**config.mk**
```make
export PLATFORM = sky130hd
export DESIGN_NAME = slot_bitmap_range_engine
export DESIGN_NICKNAME = d
export VERILOG_FILES = /design/src/rtl/sbre_pkg.sv /design/src/rtl/sbre_front.sv /design/src/rtl/sbre_fifo.sv /design/src/rtl/sbre_back.sv /design/src/rtl/slot_bitmap_range_engine.sv
export SDC_FILE = /design/constraint.sdc
export NUM_CORES = 2
export LEC_CHECK = 0
export BUFFER_PORTS_ARGS = -buffer_cell sky130_fd_sc_hd__buf_2
export CAP_MARGIN = 20
export CORE_UTILIZATION = 40
export CTS_BUF_LIST = sky130_fd_sc_hd__clkbuf_4 sky130_fd_sc_hd__clkbuf_8
export CTS_CLUSTER_SIZE = 25
export DETAILED_ROUTE_END_ITERATION = 8
export GPL_ROUTABILITY_DRIVEN = 0
export MAX_ROUTING_LAYER = met4
export PLACE_DENSITY_LB_ADDON = 0.12
export SLEW_MARGIN = 20
export SYNTH_ARGS = -nofsm -noshare
export SYNTH_HDL_FRONTEND = slang
export SYNTH_SLANG_ARGS = --single-unit
```
**constraint.sdc**
```tcl
create_clock -name clk -period 5.45 [get_ports clk]
set_input_delay 0.545 -clock clk [delete_from_list [all_inputs] [get_ports clk]]
set_output_delay 0.545 -clock clk [all_outputs]
set_load 0.02 [all_outputs]
```
**src/rtl/sbre_pkg.sv**
```systemverilog
`timescale 1ns / 1ps

package sbre_pkg;

	localparam int SLOTS      = 1024;
	localparam int SLOT_W     = 10;
	localparam int SLOT_WORDS = (SLOTS + 31) / 32;
	localparam int WORD_W     = (SLOT_WORDS > 1) ? $clog2(SLOT_WORDS) : 1;
	localparam int QDEPTH     = 2;
	localparam int QPTR_W     = $clog2(QDEPTH);

	localparam logic [2:0] CMD_SET   = 3'd0;
	localparam logic [2:0] CMD_CLEAR = 3'd1;
	localparam logic [2:0] CMD_TEST  = 3'd2;
	localparam logic [2:0] CMD_FIND  = 3'd3;
	localparam logic [2:0] CMD_EMPTY = 3'd4;

	localparam logic [1:0] ST_OK        = 2'd0;
	localparam logic [1:0] ST_NO        = 2'd1;
	localparam logic [1:0] ST_NO_ROOM   = 2'd2;
	localparam logic [1:0] ST_BAD_RANGE = 2'd3;

	typedef enum logic [2:0] {
		OP_IMM,
		OP_RANGE,
		OP_TEST,
		OP_FIND,
		OP_EMPTY
	} op_kind_t;

	typedef struct packed {
		op_kind_t          kind;
		logic              set_val;
		logic [1:0]        status;
		logic [WORD_W-1:0] wlo;
		logic [WORD_W-1:0] whi;
		logic [4:0]        blo;
		logic [4:0]        bhi;
	} op_t;

	function automatic logic [WORD_W-1:0] word_of(input logic [31:0] s);
		logic [31:0] w;
		w = s >> 5;
		return w[WORD_W-1:0];
	endfunction

endpackage

```
**src/rtl/sbre_front.sv**
```systemverilog
`timescale 1ns / 1ps

module sbre_front
	import sbre_pkg::*;
(
	input  logic [2:0]        cmd,
	input  logic [SLOT_W-1:0] slot_low,
	input  logic [SLOT_W-1:0] slot_high,
	output op_t               op
);

	logic [31:0] lo32;
	logic [31:0] hi32;
	logic [31:0] hic32;

	always_comb begin
		lo32  = 32'(slot_low);
		hi32  = 32'(slot_high);
		// clamp to the last slot that exists
		hic32 = (hi32 >= 32'(SLOTS)) ? 32'(SLOTS - 1) : hi32;

		op.kind    = OP_IMM;
		op.set_val = 1'b0;
		op.status  = ST_OK;
		op.wlo     = word_of(lo32);
		op.whi     = word_of(hic32);
		op.blo     = lo32[4:0];
		op.bhi     = hic32[4:0];

		case (cmd)
			CMD_SET: begin
				if (hi32 >= 32'(SLOTS)) begin
					op.status = ST_NO_ROOM;
				end else if (lo32 <= hi32) begin
					op.kind    = OP_RANGE;
					op.set_val = 1'b1;
				end
			end
			CMD_CLEAR: begin
				if (lo32 < 32'(SLOTS) && lo32 <= hic32) begin
					op.kind = OP_RANGE;
				end
			end
			CMD_TEST: begin
				if (lo32 >= 32'(SLOTS)) begin
					op.status = ST_NO;
				end else begin
					op.kind = OP_TEST;
				end
			end
			CMD_FIND: begin
				if (hi32 <= lo32) begin
					op.status = ST_BAD_RANGE;
				end else if (lo32 > hic32) begin
					op.status = ST_NO;
				end else begin
					op.kind = OP_FIND;
				end
			end
			CMD_EMPTY: begin
				op.kind = OP_EMPTY;
			end
			default: begin
				op.kind = OP_IMM;
			end
		endcase
	end

endmodule

```
**src/rtl/sbre_fifo.sv**
```systemverilog
`timescale 1ns / 1ps

module sbre_fifo
	import sbre_pkg::*;
(
	input  logic clk,
	input  logic arst_n,
	input  logic push,
	input  op_t  push_op,
	input  logic pop,
	output op_t  head,
	output logic empty,
	output logic full
);

	op_t               mem_q [QDEPTH];
	logic [QPTR_W-1:0] wr_ptr_q;
	logic [QPTR_W-1:0] rd_ptr_q;
	logic [QPTR_W:0]   count_q;

	assign empty = (count_q == '0);
	assign full  = (count_q == (QPTR_W + 1)'(QDEPTH));
	assign head  = mem_q[rd_ptr_q];

	always_ff @(posedge clk or negedge arst_n) begin
		if (!arst_n) begin
			wr_ptr_q <= '0;
			rd_ptr_q <= '0;
			count_q  <= '0;
		end else begin
			if (push) begin
				wr_ptr_q <= wr_ptr_q + 1'b1;
			end
			if (pop) begin
				rd_ptr_q <= rd_ptr_q + 1'b1;
			end
			if (push && !pop) begin
				count_q <= count_q + 1'b1;
			end else if (pop && !push) begin
				count_q <= count_q - 1'b1;
			end
		end
	end

	always_ff @(posedge clk) begin
		if (push) begin
			mem_q[wr_ptr_q] <= push_op;
		end
	end

	a_count_bound: assert property (@(posedge clk) disable iff (!arst_n)
		count_q <= (QPTR_W + 1)'(QDEPTH))
		else $error("queue count beyond depth");

	a_no_pop_empty: assert property (@(posedge clk) disable iff (!arst_n)
		pop |-> !empty)
		else $error("pop from empty queue");

endmodule

```
**src/rtl/sbre_back.sv**
```systemverilog
`timescale 1ns / 1ps

module sbre_back
	import sbre_pkg::*;
(
	input  logic              clk,
	input  logic              arst_n,
	input  op_t               head,
	input  logic              empty,
	output logic              pop,
	output logic              done,
	output logic [1:0]        status,
	output logic [SLOT_W-1:0] found_slot
);

	typedef enum logic [1:0] {
		S_IDLE,
		S_RANGE,
		S_FIND
	} state_t;

	state_t              state_q;
	op_t                 op_q;
	logic [WORD_W-1:0]   cur_q;
	logic [31:0]         bits_q [SLOT_WORDS];
	logic [SLOT_WORDS-1:0] nz_q;
	logic                done_q;
	logic [1:0]          status_q;
	logic [SLOT_W-1:0]   found_q;

	logic [WORD_W-1:0] rd_idx;
	logic [31:0]       rd_word;
	logic [31:0]       mask;
	logic [31:0]       new_word;
	logic [31:0]       hits;
	logic [4:0]        top_bit;
	logic [31:0]       found32;

	function automatic logic [4:0] highest(input logic [31:0] v);
		logic [4:0] idx;
		idx = '0;
		for (int i = 0; i < 32; i++) begin
			if (v[i]) begin
				idx = 5'(i);
			end
		end
		return idx;
	endfunction

	assign pop        = (state_q == S_IDLE) && !empty;
	assign done       = done_q;
	assign status     = status_q;
	assign found_slot = found_q;

	always_comb begin
		rd_idx   = (state_q == S_IDLE) ? head.wlo : cur_q;
		rd_word  = bits_q[rd_idx];
		// trim the end words of the range to the bits inside it
		mask     = '1;
		if (cur_q == op_q.wlo) begin
			mask = mask & ('1 << op_q.blo);
		end
		if (cur_q == op_q.whi) begin
			mask = mask & ('1 >> (5'd31 - op_q.bhi));
		end
		new_word = op_q.set_val ? (rd_word | mask) : (rd_word & ~mask);
		hits     = rd_word & mask;
		top_bit  = highest(hits);
		found32  = (32'(cur_q) << 5) | 32'(top_bit);
	end

	always_ff @(posedge clk or negedge arst_n) begin
		if (!arst_n) begin
			state_q  <= S_IDLE;
			done_q   <= 1'b0;
			status_q <= ST_OK;
			found_q  <= '0;
			cur_q    <= '0;
		end else begin
			done_q <= 1'b0;
			case (state_q)
				S_IDLE: begin
					if (pop) begin
						cur_q <= (head.kind == OP_FIND) ? head.whi : head.wlo;
						case (head.kind)
							OP_IMM: begin
								done_q   <= 1'b1;
								status_q <= head.status;
								found_q  <= '0;
							end
							OP_TEST: begin
								done_q   <= 1'b1;
								status_q <= rd_word[head.blo] ? ST_OK : ST_NO;
								found_q  <= '0;
							end
							OP_EMPTY: begin
								done_q   <= 1'b1;
								status_q <= (|nz_q) ? ST_NO : ST_OK;
								found_q  <= '0;
							end
							OP_RANGE: begin
								state_q <= S_RANGE;
							end
							OP_FIND: begin
								state_q <= S_FIND;
							end
							default: begin
								done_q   <= 1'b1;
								status_q <= ST_OK;
								found_q  <= '0;
							end
						endcase
					end
				end
				S_RANGE: begin
					if (cur_q == op_q.whi) begin
						done_q   <= 1'b1;
						status_q <= ST_OK;
						found_q  <= '0;
						state_q  <= S_IDLE;
					end else begin
						cur_q <= cur_q + 1'b1;
					end
				end
				S_FIND: begin
					if (hits != '0) begin
						done_q   <= 1'b1;
						status_q <= ST_OK;
						found_q  <= found32[SLOT_W-1:0];
						state_q  <= S_IDLE;
					end else if (cur_q == op_q.wlo) begin
						done_q   <= 1'b1;
						status_q <= ST_NO;
						found_q  <= '0;
						state_q  <= S_IDLE;
					end else begin
						cur_q <= cur_q - 1'b1;
					end
				end
				default: begin
					state_q <= S_IDLE;
				end
			endcase
		end
	end

	always_ff @(posedge clk) begin
		if (pop) begin
			op_q <= head;
		end
	end

	// one word rewritten per cycle, with its non-zero flag kept alongside
	always_ff @(posedge clk or negedge arst_n) begin
		if (!arst_n) begin
			for (int i = 0; i < SLOT_WORDS; i++) begin
				bits_q[i] <= '0;
			end
			nz_q <= '0;
		end else if (state_q == S_RANGE) begin
			bits_q[cur_q] <= new_word;
			nz_q[cur_q]   <= |new_word;
		end
	end

	a_pop_idle: assert property (@(posedge clk) disable iff (!arst_n)
		pop |-> state_q == S_IDLE)
		else $error("queue popped while a command is running");

	a_walk_bounds: assert property (@(posedge clk) disable iff (!arst_n)
		(state_q == S_RANGE || state_q == S_FIND) |-> (cur_q >= op_q.wlo && cur_q <= op_q.whi))
		else $error("word walk left its range");

	a_found_zero: assert property (@(posedge clk) disable iff (!arst_n)
		(done_q && status_q != ST_OK) |-> found_q == '0)
		else $error("found slot reported without a hit");

endmodule

```
**src/rtl/slot_bitmap_range_engine.sv**
```systemverilog
`timescale 1ns / 1ps

// slot bitmap engine: set, clear, test, find-highest and empty over a bitmap of slots
// command channel: cmd, slot_low and slot_high transfer at a rising edge with
// start high and busy low
// result channel: status and found_slot are valid for exactly one cycle while done
// is high; the receiver cannot stall, every result is taken in that cycle
// results come back in command order, one per command
// commands pass through a two-entry queue, so busy rises only when it is full
// immediate, test and empty commands: result registered as the back end pops them
// set and clear: each bitmap word touched is rewritten in turn, up to 32 words
// find: words are walked in turn downward from the high slot, up to 32
// the bitmap word loop in the back end sets the rate: no command is popped while
// one runs; short commands stream at one per cycle while the back end is idle
// reset clears the whole bitmap, the queue and the result strobe at once

module slot_bitmap_range_engine
	import sbre_pkg::*;
(
	input  logic              clk,
	input  logic              arst_n,
	input  logic              start,
	output logic              busy,
	input  logic [2:0]        cmd,
	input  logic [SLOT_W-1:0] slot_low,
	input  logic [SLOT_W-1:0] slot_high,
	output logic              done,
	output logic [1:0]        status,
	output logic [SLOT_W-1:0] found_slot
);

	op_t  front_op;
	op_t  head;
	logic empty;
	logic full;
	logic pop;
	logic push;

	assign busy = full;
	assign push = start && !full;

	sbre_front u_front (
		.cmd       (cmd),
		.slot_low  (slot_low),
		.slot_high (slot_high),
		.op        (front_op)
	);

	sbre_fifo u_fifo (
		.clk     (clk),
		.arst_n  (arst_n),
		.push    (push),
		.push_op (front_op),
		.pop     (pop),
		.head    (head),
		.empty   (empty),
		.full    (full)
	);

	sbre_back u_back (
		.clk        (clk),
		.arst_n     (arst_n),
		.head       (head),
		.empty      (empty),
		.pop        (pop),
		.done       (done),
		.status     (status),
		.found_slot (found_slot)
	);

endmodule

```
==> impl_metrics.toml <==
[status]
status = "complete, no violations"

[global_route]
grt_pass1_vias = 39556
grt_pass1_wl_um = 275100
grt_max_degree = 167
grtUsageTotal = 0.2897
grt_antenna_before_repair = 6
grt_remaining_overflow = 0

[synth]
synth-async-reset-ratio = 0.9367
yosys_warnings = 0
synth_area_um2 = 52720
synth_nets = 5450
synth_top_family_by_area = "compound AO/OA/AOI/OAI gates"
synth-xor-area-share = 0.002991
synth_compound_area_frac = 0.1585
synth-seq-cells = 1153
synthAdderAreaFrac = 0.004652
syn_avg_cell_area_um2 = 9.753
synth_mux_area_frac = 0.08903
synth_edf_count = 73
synth-simple-area-share = 0.1483
synth-main-ff-cell = "dfrtp_1"
syn_inst = 5405
ys_seq_area_frac = 0.5542
ys_types = 83

[drt]
wl_um = 184600
drtPass1Iterations = 5
wl_per_cell_um = 25.37
drtIter0Drc = 3876
vias = 40606
post-route-drc-count = 0
vias_per_cell = 5.579
drt.antenna.violating_nets = 0

[setup_path]
crit_path_end_kind = "flop"
critPathMaxFanout = 27
cp.arrival_ns = 5.94
path_class = "reg -> reg"
critPathLaunchType = "flop"
cp.required_ns = 6.25

[timing]
tightest_slew_ns = 1.168
setup_violations = 0
rsz0062_at_grt = "false"
final-hold-violation-count = 0
drv_slew = 0
max-slew-margin-rel = 0.2217
setup_tns_ns = 0
finalCritPeriodShare = 0.9430
skew_ns = 0.05303
layout_setup_ws_ns = 0.3105
layout_min_cycle_time_ns = 5.140
max_freq_mhz = 194.6

[layout]
fillCellCount = 12595
layout_common_cells = "nand2_1 (1,420), o21ai_0 (1,096), dfrtp_1 (1,080), clkbuf_8 (239), buf_4 (174)"
nets = 5435
area_growth_syn_to_layout_pct = 13.71
fin_cells = 7278
drive_above_1_share = 0.1554
final_common_cell = "nand2_1"

[floorplanning]
die_x_um = 365.0
coreArea_um2 = 130100
die-area_um2 = 133200
rows = 132
die_h_um = 365.0
start_util = 0.4051
io_pins = 40

[place]
dpl_worst_slack_ns = 0.06254
io_buffers = 39
place_inst = 6903
dpl.hpwl_um = 108500

[clock_network]
cts_made_buffers = 197
cts_tree = "yes"
clk_pin_slew_ns = 0.06
cts.htree.levels = 4
cts.sinks = 1153
root_buffer = "clkbuf_8"
clockBufferDepth = 3
worstSkewPairLatency_ns = 0.93

[hold_path]
min_path_type = "in -> async"

[power_and_ir_drop]
p_per_area_nw_per_um2 = 648.3
leakage_nw = 26.67
ir_drop_mv = 0.3965

[job]
cap_violations = 0
[report_power, final]
group / switching [mW] / internal, mW
registers: 1.65 / 11.4
clock network: 3.72 / 4.65
logic: 11.3 / 6.07
[final timing paths]
path / startpoint / to / slack [ns] / depth (start not counted)
min: arst_n / u_back.bits_q[578]$_DFFE_PN0P_ / 0.21 / 2
min reg2reg: u_back.bits_q[509]$_DFFE_PN0P_ / u_back.bits_q[509]$_DFFE_PN0P_ / 0.47 / 2
max in group asynchronous: arst_n / u_back.bits_q[853]$_DFFE_PN0P_ / 3.69 / 3
max: u_back.state_q[0]$_DFFE_PN0P_ / u_back.status[1]$_DFFE_PN0P_ / 0.31 / 18
max reg2reg: u_back.state_q[0]$_DFFE_PN0P_ / u_back.status[1]$_DFFE_PN0P_ / 0.31 / 18
min in group clk: slot_high[1] / u_fifo.mem_q[0][1]$_DFFE_PP_ / 0.37 / 2
[kinds of logic after synthesis]
logic type	Yosys count
and+or+nand+nor	1891
AOI/OAI and AO/OA	1488
DFF	1153
buffers and inverters	537
muxes	299
adders and majority gates	19
xor gates and xnor gates	18
[flip-flops by register name, indices dropped and copies added, names as in the netlist]
| name | flops |
|---|---|
| u_back.status | 2 |
| u_back.cur_q | 5 |
| u_back.bits_q | 1024 |
| u_back.state_q | 2 |
| u_fifo.mem_q | 52 |
| u_fifo.rd_ptr_q | 1 |
| u_back.op_q | 21 |
| u_back.done | 1 |
| u_fifo.wr_ptr_q | 1 |
| u_back.nz_q | 32 |
| u_fifo.count_q | 2 |
| u_back.found_slot | 10 |
[through the flow]
step / area, um^2 / utilization / hold WS, ns / power [mW]
after floorplan: 52720 / - / 0.2494 / 23.22
after global placement: 55390 / 0.4256 / 0.4548 / 30.17
after detailed placement: 55400 / 0.4257 / 0.4629 / 30.32
after CTS: 59850 / 0.4599 / 0.1707 / 38.80
after global routing: 59950 / 0.4606 / 0.2120 / 40.97
final: 59950 / 0.4606 / 0.2126 / 38.86
[metal layers]
metal	global-route usage	vias to the layer above	wire, um
met4	0.09172	0	5039
met1	0.3920	20251	83230
met3	0.04449	291	10180
met2	0.4481	1273	86200
met5	-	-	0
li1	-	18791	-
[cell usage after synthesis, types with 11 or more instances]
cell type	n	share of area
a211oi_1	24	0.0034
a21o_1	11	0.0016
a21oi_1	57	0.0054
a221oi_1	22	0.0037
a22o_1	14	0.0023
a22oi_1	66	0.0094
a31oi_1	41	0.0049
a32oi_1	14	0.0023
and3_1	21	0.0025
buf_1	22	0.0016
buf_2	54	0.0051
buf_4	17	0.0024
clkbuf_1	384	0.027
dfrtp_1	1080	0.51
edfxtp_1	73	0.042
ha_1	18	0.0043
inv_1	48	0.0034
mux2_2	32	0.0068
mux2i_1	132	0.025
mux4_2	130	0.056
nand2_1	1452	0.10
nand3_1	135	0.013
nand4_1	54	0.0064
nor2_1	95	0.0068
nor2b_1	27	0.0032
nor3_1	40	0.0038
nor4_1	12	0.0014
o21ai_0	1105	0.10
o21ai_1	20	0.0019
o31ai_1	12	0.0017
xnor2_1	12	0.0020
[worst max-delay path, cell delays in order, from the launching register on]
cell and delay [ns]:
dfrtp_1 0.42, inv_1 0.14, ha_4 0.37, nor2_2 0.12, a21oi_4 0.20, buf_12 0.19, buf_12 0.26, mux4_2 0.53
a22oi_1 0.31, o221ai_1 0.34, o31ai_2 0.43, nand4b_1 0.24, nor4_2 0.28, buf_4 0.16, nand4_2 0.12, buf_4 0.20
o31a_4 0.29, nand2_4 0.08, mux2_1 0.31
[what timing repair did]
| action | CTS | global route |
|---|---|---|
| buffers inserted | 0 | 1 |
| setup endpoints to repair | 0 | 19 |
| hold endpoints to repair | 114 | 0 |
| resized for setup | 0 | 1 |
| hold buffers | 26 | 0 |
[final cells by class]
type	instances	area (um^2)	area share
sequential	1153	29220	0.4874
multi-input combinational	3715	21750	0.3628
clock buffer	311	3830	0.06389
timing repair buffer	273	2421	0.04039
tap	1742	2180	0.03636
clock inverter	32	356.6	0.005949
inverter	50	187.7	0.003131
antenna	2	5.005	0.00008349
(Power assumes the default switching activity.)
